==> src/sv/fcss_pkg.sv <==
// Shared types and constants for the fuel cell startup sequencer.
// Used by fcss_cfg, fcss_core and fuel_cell_startup_sequencer_top; no dependencies.
`timescale 1ns / 1ps
`default_nettype none

package fcss_pkg;

  // Width of the saturating millisecond timers.
  localparam int TIMER_BITS = 16;
  localparam int CFG_BITS   = 16;
  // Compare width wide enough for both timers and configured times.
  localparam int CMP_BITS   = (TIMER_BITS > CFG_BITS) ? TIMER_BITS : CFG_BITS;

  localparam int MODE_BITS  = 3;
  localparam int MV_BITS    = 16;
  localparam int CFG_AW     = 4;
  localparam int CFG_DW     = 32;

  typedef logic [TIMER_BITS-1:0] timer_t;
  typedef logic [CMP_BITS-1:0]   cmp_t;
  typedef logic [CFG_BITS-1:0]   cfg_word_t;
  typedef logic [MV_BITS-1:0]    mv_t;

  // Event codes carried on the input beat; codes 6 and 7 are unused.
  typedef enum logic [MODE_BITS-1:0] {
    EV_TICK   = 3'd0,
    EV_BOARD  = 3'd1,
    EV_START  = 3'd2,
    EV_STOP   = 3'd3,
    EV_ACK    = 3'd4,
    EV_SAMPLE = 3'd5
  } mode_t;

  typedef enum logic [1:0] {
    PH_OFF     = 2'd0,
    PH_STARTUP = 2'd1,
    PH_CHARGE  = 2'd2,
    PH_RUN     = 2'd3
  } phase_t;

  // Register indexes on the configuration port.
  localparam logic [1:0] REG_DEBOUNCE    = 2'd0;
  localparam logic [1:0] REG_ACK_TIMEOUT = 2'd1;
  localparam logic [1:0] REG_PURGE       = 2'd2;
  localparam logic [1:0] REG_FULL_CHARGE = 2'd3;

  localparam cfg_word_t DEBOUNCE_RST    = 16'd1000;
  localparam cfg_word_t ACK_TIMEOUT_RST = 16'd5000;
  localparam cfg_word_t PURGE_RST       = 16'd500;
  localparam cfg_word_t FULL_CHARGE_RST = 16'd18000;

  typedef struct packed {
    cfg_word_t debounce_ms;
    cfg_word_t ack_timeout_ms;
    cfg_word_t purge_ms;
    cfg_word_t full_charge_mv;
  } cfg_t;

  typedef struct packed {
    logic   send_request;
    logic   purge_valve;
    logic   supply_valve;
    phase_t controller_state;
  } result_t;

endpackage

`default_nettype wire

==> src/sv/fcss_cfg.sv <==
// Configuration register file behind the APB-style port.
// Depends on fcss_pkg.
`timescale 1ns / 1ps
`default_nettype none

module fcss_cfg (
  input  wire logic                         clk,
  input  wire logic                         rst_n,
  input  wire logic                         psel,
  input  wire logic                         penable,
  input  wire logic                         pwrite,
  input  wire logic [fcss_pkg::CFG_AW-1:0]  paddr,
  input  wire logic [fcss_pkg::CFG_DW-1:0]  pwdata,
  output logic      [fcss_pkg::CFG_DW-1:0]  prdata,
  output fcss_pkg::cfg_t                    cfg
);
  import fcss_pkg::*;

  cfg_t       cfg_r;
  cfg_t       cfg_nxt;
  logic       wr_en;
  logic [1:0] reg_idx;
  cfg_word_t  wdata;
  cfg_word_t  rdata;

  assign wr_en   = psel & penable & pwrite;
  assign reg_idx = paddr[3:2];
  assign wdata   = pwdata[CFG_BITS-1:0];

  // Register write decode.
  always_comb begin
    cfg_nxt = cfg_r;
    if (wr_en) begin
      unique case (reg_idx)
        REG_DEBOUNCE:    cfg_nxt.debounce_ms    = wdata;
        REG_ACK_TIMEOUT: cfg_nxt.ack_timeout_ms = wdata;
        REG_PURGE:       cfg_nxt.purge_ms       = wdata;
        REG_FULL_CHARGE: cfg_nxt.full_charge_mv = wdata;
        default:         cfg_nxt = cfg_r;
      endcase
    end
  end

  always_ff @(posedge clk) begin
    if (!rst_n) begin
      cfg_r.debounce_ms    <= DEBOUNCE_RST;
      cfg_r.ack_timeout_ms <= ACK_TIMEOUT_RST;
      cfg_r.purge_ms       <= PURGE_RST;
      cfg_r.full_charge_mv <= FULL_CHARGE_RST;
    end else begin
      cfg_r <= cfg_nxt;
    end
  end

  // Read back the addressed register.
  always_comb begin
    unique case (reg_idx)
      REG_DEBOUNCE:    rdata = cfg_r.debounce_ms;
      REG_ACK_TIMEOUT: rdata = cfg_r.ack_timeout_ms;
      REG_PURGE:       rdata = cfg_r.purge_ms;
      REG_FULL_CHARGE: rdata = cfg_r.full_charge_mv;
      default:         rdata = '0;
    endcase
  end

  assign prdata = CFG_DW'(rdata);
  assign cfg    = cfg_r;

endmodule

`default_nettype wire

==> src/sv/fcss_core.sv <==
// Controller state and its one-event update; produces the result of each event.
// Depends on fcss_pkg.
`timescale 1ns / 1ps
`default_nettype none

module fcss_core (
  input  wire logic                        clk,
  input  wire logic                        rst_n,
  input  wire logic                        step,
  input  wire logic [fcss_pkg::MODE_BITS-1:0] mode,
  input  wire fcss_pkg::mv_t               cap_voltage_mv,
  input  wire fcss_pkg::cfg_t              cfg,
  output fcss_pkg::result_t                res
);
  import fcss_pkg::*;

  typedef struct packed {
    phase_t phase;
    logic   purging;
    timer_t phase_timer;
    timer_t since_press;
    logic   ack_pending;
    logic   supply_open;
    logic   purge_open;
  } st_t;

  localparam timer_t TMAX = '1;

  st_t  st_r;
  st_t  st_nxt;
  logic send;
  timer_t tick_timer;

  function automatic timer_t sat_inc(input timer_t v);
    return (v == TMAX) ? v : v + timer_t'(1);
  endfunction

  // Leaving to off keeps only the debounce count.
  function automatic st_t go_off(input st_t s);
    st_t o;
    o             = s;
    o.phase       = PH_OFF;
    o.purging     = 1'b0;
    o.ack_pending = 1'b0;
    o.supply_open = 1'b0;
    o.purge_open  = 1'b0;
    o.phase_timer = '0;
    return o;
  endfunction

  function automatic st_t go_startup(input st_t s);
    st_t o;
    o             = s;
    o.phase       = PH_STARTUP;
    o.purging     = 1'b0;
    o.ack_pending = 1'b1;
    o.supply_open = 1'b0;
    o.purge_open  = 1'b0;
    o.phase_timer = '0;
    return o;
  endfunction

  assign tick_timer = sat_inc(st_r.phase_timer);

  // Next state for the event in the input register.
  always_comb begin
    st_nxt = st_r;
    send   = 1'b0;
    unique case (mode)
      EV_TICK: begin
        st_nxt.since_press = sat_inc(st_r.since_press);
        if (st_r.phase == PH_STARTUP) begin
          st_nxt.phase_timer = tick_timer;
          if (st_r.ack_pending) begin
            if (cmp_t'(tick_timer) >= cmp_t'(cfg.ack_timeout_ms)) begin
              st_nxt = go_off(st_nxt);
            end
          end else if (st_r.purging) begin
            if (cmp_t'(tick_timer) >= cmp_t'(cfg.purge_ms)) begin
              st_nxt.purging     = 1'b0;
              st_nxt.purge_open  = 1'b0;
              st_nxt.phase       = PH_CHARGE;
              st_nxt.phase_timer = '0;
            end
          end
        end
      end
      EV_BOARD: begin
        if (cmp_t'(st_r.since_press) > cmp_t'(cfg.debounce_ms)) begin
          st_nxt.since_press = '0;
          if (st_r.phase != PH_OFF) begin
            st_nxt = go_off(st_nxt);
          end else begin
            st_nxt = go_startup(st_nxt);
            send   = 1'b1;
          end
        end
      end
      EV_START: begin
        if (st_r.phase != PH_OFF) begin
          st_nxt = go_off(st_r);
        end else begin
          st_nxt = go_startup(st_r);
          send   = 1'b1;
        end
      end
      EV_STOP: st_nxt = go_off(st_r);
      EV_ACK: begin
        if (st_r.phase == PH_STARTUP && st_r.ack_pending) begin
          st_nxt.ack_pending = 1'b0;
          st_nxt.purging     = 1'b1;
          st_nxt.supply_open = 1'b1;
          st_nxt.purge_open  = 1'b1;
          st_nxt.phase_timer = '0;
        end
      end
      EV_SAMPLE: begin
        if (st_r.phase == PH_CHARGE && cap_voltage_mv >= cfg.full_charge_mv) begin
          st_nxt.phase = PH_RUN;
        end
      end
      default: st_nxt = st_r;
    endcase
  end

  // State advances only when the event moves on to the result register.
  always_ff @(posedge clk) begin
    if (!rst_n) begin
      st_r.phase       <= PH_OFF;
      st_r.purging     <= 1'b0;
      st_r.phase_timer <= '0;
      st_r.since_press <= '0;
      st_r.ack_pending <= 1'b0;
      st_r.supply_open <= 1'b0;
      st_r.purge_open  <= 1'b0;
    end else if (step) begin
      st_r <= st_nxt;
    end
  end

  assign res.controller_state = st_nxt.phase;
  assign res.supply_valve     = st_nxt.supply_open;
  assign res.purge_valve      = st_nxt.purge_open;
  assign res.send_request     = send;

endmodule

`default_nettype wire

==> src/sv/fuel_cell_startup_sequencer_top.sv <==
// Top level of the fuel cell startup sequencer: input register, core, result register.
// Depends on fcss_pkg, fcss_cfg and fcss_core.
`timescale 1ns / 1ps
`default_nettype none

// Channel   Direction  Beat contents
// in_       slave      tuser: mode[2:0]; tdata: cap_voltage_mv[15:0]
// out_      master     tdata: controller_state[1:0], supply_valve[2], purge_valve[3],
//                      send_request[4], zeros[7:5]
// cfg_      APB        four 16-bit registers at byte addresses 0, 4, 8, 12
//
// One event per clock sustained unless out_ stalls.
// The path is an input register, the one-step state update and a result register.
// Reset (synchronous, rst_n low) clears the controller and loads register defaults.
// A stall on out_ holds the result register; in_ keeps taking beats while the input
// register can move forward in the same cycle.

module fuel_cell_startup_sequencer_top (
  input  wire logic        clk,
  input  wire logic        rst_n,
  input  wire logic        in_tvalid,
  output logic             in_tready,
  input  wire logic [15:0] in_tdata,   // cap_voltage_mv[15:0]
  input  wire logic [2:0]  in_tuser,   // mode[2:0]
  output logic             out_tvalid,
  input  wire logic        out_tready,
  output logic [7:0]       out_tdata,  // controller_state[1:0], supply_valve,
                                       // purge_valve, send_request, zero pad
  input  wire logic        cfg_psel,
  input  wire logic        cfg_penable,
  input  wire logic        cfg_pwrite,
  input  wire logic [3:0]  cfg_paddr,
  input  wire logic [31:0] cfg_pwdata,
  output logic [31:0]      cfg_prdata,
  output logic             cfg_pready
);
  import fcss_pkg::*;

  cfg_t                 cfg;
  result_t              res;
  logic                 in_vld_r;
  logic [MODE_BITS-1:0] in_mode_r;
  mv_t                  in_mv_r;
  logic                 out_vld_r;
  result_t              out_res_r;
  logic                 step;

  assign cfg_pready = 1'b1;

  fcss_cfg u_cfg (
    .clk     (clk),
    .rst_n   (rst_n),
    .psel    (cfg_psel),
    .penable (cfg_penable),
    .pwrite  (cfg_pwrite),
    .paddr   (cfg_paddr),
    .pwdata  (cfg_pwdata),
    .prdata  (cfg_prdata),
    .cfg     (cfg)
  );

  // The held event moves on when the result register is free or being emptied.
  assign step      = in_vld_r & (~out_vld_r | out_tready);
  assign in_tready = ~in_vld_r | step;

  fcss_core u_core (
    .clk            (clk),
    .rst_n          (rst_n),
    .step           (step),
    .mode           (in_mode_r),
    .cap_voltage_mv (in_mv_r),
    .cfg            (cfg),
    .res            (res)
  );

  // Input register.
  always_ff @(posedge clk) begin
    if (!rst_n) begin
      in_vld_r <= 1'b0;
    end else if (in_tready) begin
      in_vld_r <= in_tvalid;
    end
  end

  always_ff @(posedge clk) begin
    if (in_tready && in_tvalid) begin
      in_mode_r <= in_tuser;
      in_mv_r   <= in_tdata;
    end
  end

  // Result register.
  always_ff @(posedge clk) begin
    if (!rst_n) begin
      out_vld_r <= 1'b0;
    end else if (step) begin
      out_vld_r <= 1'b1;
    end else if (out_tready) begin
      out_vld_r <= 1'b0;
    end
  end

  always_ff @(posedge clk) begin
    if (step) begin
      out_res_r <= res;
    end
  end

  assign out_tvalid = out_vld_r;
  assign out_tdata  = {3'b000, out_res_r.send_request, out_res_r.purge_valve,
                       out_res_r.supply_valve, out_res_r.controller_state};

endmodule

`default_nettype wire

==> config.mk <==
export PLATFORM = sky130hd
export DESIGN_NAME = fuel_cell_startup_sequencer_top
export DESIGN_NICKNAME = d
export VERILOG_FILES = /design/src/sv/fcss_pkg.sv /design/src/sv/fcss_cfg.sv /design/src/sv/fcss_core.sv /design/src/sv/fuel_cell_startup_sequencer_top.sv
export SDC_FILE = /design/constraint.sdc
export NUM_CORES = 1
export LEC_CHECK = 0
export BUFFER_PORTS_ARGS = -buffer_cell sky130_fd_sc_hd__buf_2
export CORE_MARGIN = 2
export CORE_UTILIZATION = 58
export CTS_CLUSTER_SIZE = 16
export DETAILED_ROUTE_END_ITERATION = 8
export PLACE_DENSITY_LB_ADDON = 0.25
export SETUP_SLACK_MARGIN = 0.1
export SLEW_MARGIN = 30
export SYNTH_ARGS = -nofsm -noshare
export SYNTH_HDL_FRONTEND = slang
export SYNTH_SLANG_ARGS = --single-unit
==> constraint.sdc <==
create_clock -name clk -period 4.9 [get_ports clk]
set_clock_uncertainty 0.1 [all_clocks]
set_input_delay 0.735 -clock clk [delete_from_list [all_inputs] [get_ports clk]]
set_output_delay 0.735 -clock clk [all_outputs]
set_load 0.01 [all_outputs]
* After elaboration in Yosys (flattened, before gate mapping)
Index checks and enable logic that the tools add are counted.
Widths: inputs -> output; s select.
** Operators by class
- Equal/unequal tests :: 16
- Multiplexer cells :: 27
- Reductions and logical operators :: 16
- Bitwise gates (word level) :: 8
- Add/sub/neg operators :: 2
- Magnitude comparators :: 4
** Operators with widths (count)
- $mux 38 :: 3
- $pmux 17 s5 :: 1
- $mux 37 :: 2
- $pmux 16 s4 :: 1
- $mux 19 :: 3
- $ge 16x16->1 :: 3
- $pmux 16 s3 :: 1
- $add 16x1->16 const B :: 2
- $eq 16x16->1 const B :: 2
- $mux 16 :: 2
- $mux 18 :: 1
- $mux 17 :: 1
- $gt 16x16->1 :: 1
- $pmux 3 s5 :: 1
- $pmux 2 s5 :: 1
- $reduce_and 2->1 :: 4
- $mux 1 :: 7
- $eq 2x2->1 const B :: 3
- $eq 3x2->1 const B :: 2
- $eq 3x3->1 const B :: 2
- $ne 2x1->1 const B :: 3
- $reduce_and 6->1 :: 1
- $reduce_bool 2->1 :: 3
- $reduce_and 5->1 :: 1
- 14 further kinds :: 22
** Word-level totals
- Bits of input ports :: 62
- Register bits :: 128
- Word-level logic and storage cells :: 92

* Longest topological paths before layout
Gate-level depths: netlist of the first run.
- Depth in word-level cells :: 8
- Depth in mapped cells :: 17
- Gate-level depth less buffers :: 15

* Hierarchy
From an unflattened synthesis of the first run, not the netlist that was laid out.
** Second synthesis, totals
- Cells, all modules :: 837
- Area total of the unflattened synthesis :: 7727.4 µm²
** By module, submodules not included
- fcss_core :: seq. area each 760.7 µm², cells an instance 508, area an instance 3880.0 µm², times used 1
- fcss_cfg :: seq. area each 1281.2 µm², cells an instance 290, area an instance 2985.4 µm², times used 1
- fuel_cell_startup_sequencer_top :: seq. area each 760.7 µm², cells an instance 39, area an instance 862.1 µm², times used 1

* Worst setup path after synthesis of the first run
Ideal clock, no wire load.
- Path kind :: flip-flop to flip-flop
- Start :: register u_core.st_r[23] (netlist bit)
- End :: register u_core.st_r[19] (netlist bit)
- Cell stages (with the launch flop) :: 17
- Setup slack :: 1.224 ns
- Setup time :: 0.074 ns
- Data arrival time :: 3.501 ns
- Cells stage by stage :: dfxtp_1 -> and4_1 -> and4_1 -> nand3_1 -> and3_1 -> nor2b_1 -> or2_2 -> ha_1 -> a211oi_1 -> o22ai_1 -> nor3_1 -> a211oi_1 -> a2111oi_2 -> buf_2 -> buf_2 -> nand3_1 -> o21ai_0
** On the way
- Cells in the longest elaborated chain, start to end :: 8
** Ends and longest elaborated chain
- from (decl) :: RTL line fcss_core.sv:29 : st_t st_r;
- from (signal assigned) :: RTL line fcss_core.sv:137 : st_r <= st_nxt;
- $add 16x1->16 or $eq 16x16->1 (tied branches) :: RTL line fcss_core.sv:35 : return (v == TMAX) ? v : v + timer_t'(1);
- $mux 16 * :: RTL line fcss_core.sv:35
- $ge 16x16->1 :: RTL line fcss_core.sv:79 : if (cmp_t'(tick_timer) >= cmp_t'(cfg.purge_ms)) begin
- $mux 19 :: RTL line fcss_core.sv:79
- $mux 19 :: RTL line fcss_core.sv:78 : end else if (st_r.purging) begin
- $mux 19 * :: RTL line fcss_core.sv:74 : if (st_r.ack_pending) begin
- $mux 38 * :: RTL line fcss_core.sv:72 : if (st_r.phase == PH_STARTUP) begin
- $pmux 17 s5 * :: RTL line fcss_core.sv:69 : unique case (mode)
Every way passes the cells marked *; elsewhere a longest branch is shown, timed or not. The select of a mux whose other input is x is not followed.
A chain may end at the register's enable or synchronous reset.

==> results by group, run 1 <==
Status
  – Status: complete, no violations

Critical path
  – Required time worst endpoint: 4940 ps
  – Crit path largest cell delay: about 630 ps
  – Crit path buffers/inverters: 0
  – CP arrival: 4440 ps
  – CP Cell Sequence: and4_1 > and4_1 > nand3_1 > and3_1 > nor2b_1 > or2_2 > ha_1 > o21ai_0 > o21bai_1 > a21oi_1 > a211oi_1 > a211oi_1 > a311oi_1 > o21ai_0
  – Startpoint types: flop
  – Worst R2R Start: u_core.st_r[23]$_SDFFE_PN0P_
  – R2R depth: 14
  – Setup CP Type: flop to flop
  – Worst reg2reg setup slack: between 400 and 500 ps
  – Cell family with most CP delay: compound AO/OA/AOI/OAI gates
  – CP max FO: 8
  – Crit. End Element: flop
  – Worst R2R End: out_tdata[0]$_DFFE_PP_
  – CP max-delay cell: a211oi_1

Drt
  – Drt initial violations: 544
  – Via density per instance: between 5 and 6
  – Routed wire length: about 18000 um
  – DR WL/cell: 16.6 um
  – Total number of vias: roughly 6500
  – Drt drc: 0
  – Post-route ant nets: 0
  – First-pass DRT Iterations: 5

Yosys
  – Synth Area in XOR/XNOR: 0.00707
  – Synthesized area per cell: between 8 and 9 um^2
  – EDFF count, synth: 24
  – Sequential area share after synthesis: 0.377
  – Synth top area share: 0.280
  – Post-synth top area cell: dfxtp_1
  – Post-synthesis mux area share: 0.0500
  – Most used flip-flop cell after synthesis: dfxtp_1
  – Simple-gate area share of the yosys netlist: 0.190
  – Cells after Synth: 869
  – Post-synth ARST share: 0
  – Synth top area cells: dfxtp_1, ha_1, edfxtp_1
  – Adder-cell share of the synthesized area: 0.112
  – Number of synthesized register bits: around 130
  – Netlist cell types: 53
  – Largest family of logic cells by synthesized area: simple AND/OR/NAND/NOR gates
  – Cell Area, Synth: 7430 um^2
  – Warnings, synthesis: 0
  – Synth Area in Compound Gates: 0.186

Global routing
  – Vias in the first global route: 6048
  – Gr ovfl total: 0
  – First-pass GRT wire length: 29400 um
  – Initial antenna violation count: 0
  – Largest net degree at the start of global routing: 48
  – All-Layer GR Usage: 0.282

Pwr
  – Sw Share: 0.248
  – Worst vdd ir: 0.000219 V
  – Register share of total power: 0.437
  – Clock group share of total power: 0.497
  – Pwr Density: about 300 nW/um^2
  – Switching Power: approximately 0.63 mW
  – Internal: approximately 1.9 mW
  – Gate power share: 0.066
  – Pleak: 3.38 nW

STA
  – Unrepaired setup endpoints after global routing: false
  – Slew HR: 0.390
  – Tightest hold margin: approximately 370 ps
  – Pins Over Slew Limit: 0
  – Final setup vio count: 0
  – Final worst-path cycle share: 0.898
  – Final number of hold-violating endpoints: 0
  – TNS Setup: 0 ps
  – Worst-Margin Slew: 915 ps
  – Fmax achieved: 227 MHz
  – Tmin final: 4400 ps

CTS
  – Clock root cell: clkbuf_16
  – Post-CTS Hold Buffers: 0
  – CTS H-tree lvls: 4
  – Post-CTS sizing: 0
  – Clk Latency, worst-skew pair: 430 ps
  – CTS Sinks: 128
  – Worst-path clk slew: 60 ps
  – CTS buffer count: 17
  – CTS tree: yes
  – Setup Fix Bufs, Post-CTS: 0
  – Clock Path Buffers: 2

Hold path
  – Hold Crit Depth: 2
  – Worst hold path type: flop to flop
  – Hold Path Origin: u_cfg.cfg[45]$_SDFFE_PN0P_
  – Worst hold endpoint: u_cfg.cfg[45]$_SDFFE_PN0P_

Floorplanning
  – Core Region: 12600 um^2
  – DIE HEIGHT: about 120 um
  – Die Span X: roughly 120 um
  – Rows: 41
  – DIE AREA: roughly 14000 um^2
  – I/O pins: ~110
  – Initial core utilization: 0.591

Cells and area
  – Most common cell after layout, fill and taps aside: nand2_1
  – Post-route cell area: 8410 um^2
  – Layout cells sized above 1: 0.142
  – Fin util: 0.669
  – Ant diodes: 0
  – Commonest cells after routing, fill and taps aside: nand2_1, dfxtp_1, a21oi_1
  – P&R area growth vs syn: 13.2%
  – Final #Nets: roughly 1100

Place
  – Input/output buffers: 66
  – Placed Area: about 7800 um^2
  – Post-detailed-placement half-perimeter wirelength: 13200 um
  – Gpl congestion: 0.967

Run
  – Max_cap viols: 0
-- logic make-up (layout without fill, tap and decap cells) --
family	after synthesis	count (layout)
multiplexers	17	17
flip-flops	128	128
other	2	20
adder cells (fa/ha/maj)	67	67
AND/OR/NAND/NOR	302	302
AO/OA/AOI/OAI	218	218
XOR/XNOR	6	6
buffers and inverters	129	177
-- power groups by stage --
stage | combinational (mW) | clock, mW | sequential [mW]
floorplan | 0.116 | 0 | 1.13
detailed placement | 0.164 | 0 | 1.13
CTS | 0.165 | 1.27 | 1.11
global route | 0.184 | 1.32 | 1.11
global placement | 0.162 | 0 | 1.13
finish | 0.167 | 1.26 | 1.11
-- routing by layer --
layer  track usage  part of all wire
met1         0.360              0.43
met2         0.477              0.49
met3        0.0597             0.063
met4        0.0980             0.020
met5             0                 0
-- sequential cells by signal, indices dropped and copies added (netlist names) --
register,flops
in_mode_r,3
u_cfg.cfg,64
out_tdata,5
u_core.st_r,38
in_vld_r,1
out_tvalid,1
in_mv_r,16
-- cells in the mapped netlist, drive strengths merged (8+ instances only) --
cell type and n:
inv 74, or3 9, and3 8, o21ai 36, a21oi 87, nand3 28, o31ai 8, o21a 10
ha 66, nor2b 9, mux4 16, or2 8, nand4 18, a211oi 11, buf 29, a22o 9
a21o 9, edfxtp 24, o211ai 24, nand2 151, nor3 13, dfxtp 104, clkbuf 25, nor2 31
-- area by class of cell --
type | count | area, um^2
flip-flops and latches | 128 | 2800
well taps | 172 | 215
clock buffers | 20 | 468
inverters | 75 | 282
repair buffers | 70 | 360
fillers | 1043 | 4160
clock inverters | 12 | 123
multi-input cells | 630 | 4160
-- worst max-delay path by stage --
| stage | startpoint | depth (start not counted) | slack [ps] | to |
|---|---|---|---|---|
| 6_report | u_core.st_r[23]$_SDFFE_PN0P_ | 14 | 500 | out_tdata[0]$_DFFE_PP_ |
| 5_1_grt | u_core.st_r[23]$_SDFFE_PN0P_ | 14 | 210 | out_tdata[0]$_DFFE_PP_ |
| 4_1_cts | u_core.st_r[23]$_SDFFE_PN0P_ | 14 | 580 | out_tdata[0]$_DFFE_PP_ |
| 3_5_place_dp | u_core.st_r[23]$_SDFFE_PN0P_ | 14 | 600 | out_tdata[0]$_DFFE_PP_ |
| 3_3_place_gp | u_core.st_r[23]$_SDFFE_PN0P_ | 14 | 620 | out_tdata[0]$_DFFE_PP_ |
| 2_1_floorplan | u_core.st_r[23]$_SDFFE_PN0P_ | 16 | 1220 | u_core.st_r[19]$_SDFFE_PN0P_ |
-- tightest hold or removal path, delay by kind of cell (launching register included) --
family / cells / cell delay (ps)
AND/OR/NAND/NOR: 1 / 50
AO/OA/AOI/OAI: 1 / 50
flip-flops: 1 / 320
-- through the flow --
stage / setup WS [ps] / power (mW) / cells
6_report: 498 / 2.54 / 1107
5_1_grt: 207 / 2.61 / 1107
4_1_cts: 579 / 2.54 / 1107
3_5_place_dp: 596 / 1.29 / 1075
3_3_place_gp: 625 / 1.29 / 1075
2_1_floorplan: 1220 / 1.24 / 887
Note: power is estimated with default switching activity, not from simulation.
==> run 2, diff against run 1 <==
--- a/config.mk
+++ b/config.mk
@@ -6,8 +6,10 @@
 export NUM_CORES = 1
 export LEC_CHECK = 0
 export BUFFER_PORTS_ARGS = -buffer_cell sky130_fd_sc_hd__buf_2
+export CELL_PAD_IN_SITES_DETAIL_PLACEMENT = 0
+export CELL_PAD_IN_SITES_GLOBAL_PLACEMENT = 1
 export CORE_MARGIN = 2
-export CORE_UTILIZATION = 58
+export CORE_UTILIZATION = 44
 export CTS_CLUSTER_SIZE = 16
 export DETAILED_ROUTE_END_ITERATION = 8
 export PLACE_DENSITY_LB_ADDON = 0.25
==> run 2 against run 1 <==
Effect of this change:
- combinational power about the same
- register-to-register slack improved by 240 ps
- via count shrank 4.0%
- sequential power barely moved
==> results by group, run 2 (synthesized netlist as in run 1, its figures left out) <==
Cells and area
  – P&R area growth vs syn: 14.0%
  – Most common cell after layout, fill and taps aside: nand2_1
  – Final #Nets: 1052 (+0.19%)
  – Largest register FFs: 64 (unchanged)
  – Fin util: 0.512 (-0.157)
  – Ant diodes: 0 (unchanged)
  – Layout cells sized above 1: 0.143 (+0.000764)
  – Commonest cells after routing, fill and taps aside: nand2_1, dfxtp_1, a21oi_1

Hold path
  – Worst hold endpoint: u_core.st_r[28]$_SDFFE_PN0P_
  – Worst hold path type: flop to flop
  – Hold Path Origin: u_core.st_r[28]$_SDFFE_PN0P_
  – Hold Crit Depth: 2 (unchanged)

Global routing
  – All-Layer GR Usage: 0.227 (-0.0554)
  – First-pass GRT wire length: 31300 um (+6.6%)
  – Gr ovfl total: 0 (unchanged)
  – Largest net degree at the start of global routing: 48 (unchanged)
  – Vias in the first global route: 5908 (-2.3%)
  – Initial antenna violation count: 0 (unchanged)

Place
  – Post-detailed-placement half-perimeter wirelength: 14300 um (+7.9%)
  – Gpl congestion: 0.844 (-13%)
  – Input/output buffers: 66 (unchanged)

CTS
  – Setup Fix Bufs, Post-CTS: 0 (unchanged)
  – CTS buffer count: 17 (unchanged)
  – Post-CTS sizing: 0 (unchanged)
  – CTS H-tree lvls: 4 (unchanged)
  – CTS Sinks: 128 (unchanged)
  – Clock Path Buffers: 2 (unchanged)
  – Post-CTS Hold Buffers: 0 (unchanged)
  – Clk Latency, worst-skew pair: 430 ps (about the same)
  – Clock root cell: clkbuf_16
  – Worst-path clk slew: 60 ps (about the same)
  – CTS tree: yes

Drt
  – DR WL met2: 9010 um (+0.45%)
  – Via density per instance: 5.39 (-8.2%)
  – Post-route ant nets: 0 (unchanged)
  – DR WL/cell: 16.9 um (+1.4%)
  – Highest routed layer: met4
  – First-pass DRT Iterations: 5 (unchanged)
  – DRT met1 WL: 9260 um (+17%)
  – Total number of vias: 6232 (-4.0%)
  – Drt initial violations: 397 (-27%)
  – Drt drc: 0 (unchanged)
  – Routed met3 length: 878 um (-25%)
  – Routed wire length: 19500 um (+5.9%)

Pwr
  – Register share of total power: 0.438 (about the same)
  – Internal: 1.89 mW (-0.88%)
  – Pleak: 3.39 nW (+0.26%)
  – Gate power share: 0.066 (about the same)
  – Sw Share: 0.252 (+0.00446)
  – Pwr Density: 299 nW/um^2 (-1.0%)
  – Clock group share of total power: 0.495 (-0.002)
  – Switching Power: 0.638 mW (+1.5%)
  – Worst vdd ir: 0.000253 V (+16%)

STA
  – Final worst-path cycle share: 0.850 (-0.0487)
  – Worst-Margin Slew: 821 ps (-93.3 ps)
  – Final number of hold-violating endpoints: 0 (unchanged)
  – Unrepaired setup endpoints after global routing: false
  – Final setup vio count: 0 (unchanged)
  – Tightest hold margin: 369 ps (+0.0890 ps)
  – Tmin final: 4160 ps (-239 ps)
  – TNS Setup: 0 ps (unchanged)
  – Slew HR: 0.452 (+0.0622)
  – Pins Over Slew Limit: 0 (unchanged)
  – Fmax achieved: 240 MHz (+5.7%)

Floorplanning
  – Die Span X: 134 um (+14%)
  – Initial core utilization: 0.450 (-0.142)
  – Rows: 47 (+15%)
  – Core Region: 16500 um^2 (+31%)
  – DIE HEIGHT: 134 um (+14%)
  – I/O pins: 105 (unchanged)
  – DIE AREA: 17900 um^2 (+31%)

Critical path
  – Worst R2R Start: u_core.st_r[23]$_SDFFE_PN0P_
  – Crit path largest cell delay: 450 ps (-180 ps)
  – Required time worst endpoint: 4950 ps (about the same)
  – CP Cell Sequence: and4_1 > and4_1 > nand3_1 > and3_1 > nor2b_1 > or2_2 > ha_1 > o21ai_0 > o21bai_1 > a21oi_1 > a211oi_1 > buf_4 > a211oi_1 > a311oi_1 > o21ai_0
  – CP max-delay cell: a311oi_1
  – R2R depth: 15 (+1)
  – CP arrival: 4220 ps (-220 ps)
  – Startpoint types: flop
  – Crit path buffers/inverters: 1 (+1)
  – Worst reg2reg setup slack: 740 ps (+240 ps)
  – Setup CP Type: flop to flop
  – Worst R2R End: out_tdata[0]$_DFFE_PP_
  – Crit. End Element: flop
  – Cell family with most CP delay: simple AND/OR/NAND/NOR gates
  – CP max FO: 8 (unchanged)
  – CP Depth: 15 (+1)

Run
  – Max_cap viols: 0 (unchanged)

Status
  – Status: complete, no violations
run 2: power groups by stage:
stage               clock network [mW]  registers [mW]  logic, mW
floorplan                            0            1.13      0.116
global route                      1.32            1.11      0.186
CTS                               1.27            1.11      0.168
detailed placement                   0            1.13      0.167
global placement                     0            1.13      0.167
finish                            1.25            1.11      0.168
run 2: tightest hold or removal path, cell delays in order (launching register included):
cell,delay (ps)
dfxtp_1,330
nand2_1,60
nand2_1,40
run 2: area by class of cell:
type | count | area (um^2)
Sequential cell | 128 | 2800
Fill cell | 1589 | 8060
Clock inverter | 13 | 128
Multi-Input combinational cell | 630 | 4150
Timing Repair Buffer | 72 | 375
Inverter | 75 | 282
Tap cell | 220 | 275
Clock buffer | 19 | 454
run 2: how the worst max path moves through the flow:
stage                                            start                      endpoint  slack [ps]
after global placement    u_core.st_r[23]$_SDFFE_PN0P_  u_core.st_r[19]$_SDFFE_PN0P_         810
after CTS                 u_core.st_r[23]$_SDFFE_PN0P_  u_core.st_r[19]$_SDFFE_PN0P_         780
after floorplan           u_core.st_r[23]$_SDFFE_PN0P_  u_core.st_r[19]$_SDFFE_PN0P_        1220
after global routing      u_core.st_r[23]$_SDFFE_PN0P_  u_core.st_r[19]$_SDFFE_PN0P_         380
after detailed placement  u_core.st_r[23]$_SDFFE_PN0P_  u_core.st_r[19]$_SDFFE_PN0P_         830
final                     u_core.st_r[23]$_SDFFE_PN0P_        out_tdata[0]$_DFFE_PP_         740
run 2: stage by stage:
stage | cell area (um^2) | worst slack (ps) | total power, mW | std cells
3_3_place_gp | 7880 | 806 | 1.30 | 1125
6_report | 8470 | 737 | 2.53 | 1157
4_1_cts | 8470 | 776 | 2.55 | 1157
3_5_place_dp | 7890 | 825 | 1.30 | 1125
2_1_floorplan | 7500 | 1220 | 1.24 | 887
5_1_grt | 8470 | 378 | 2.61 | 1157
run 2: routing by layer:
| metal | GRT usage | up-vias |
|---|---|---|
| met5 | 0 | - |
| met4 | 0.0768 | 0 |
| met3 | 0.0427 | 26 |
| met2 | 0.365 | 150 |
| met1 | 0.308 | 2873 |
| li1 | - | 3183 |
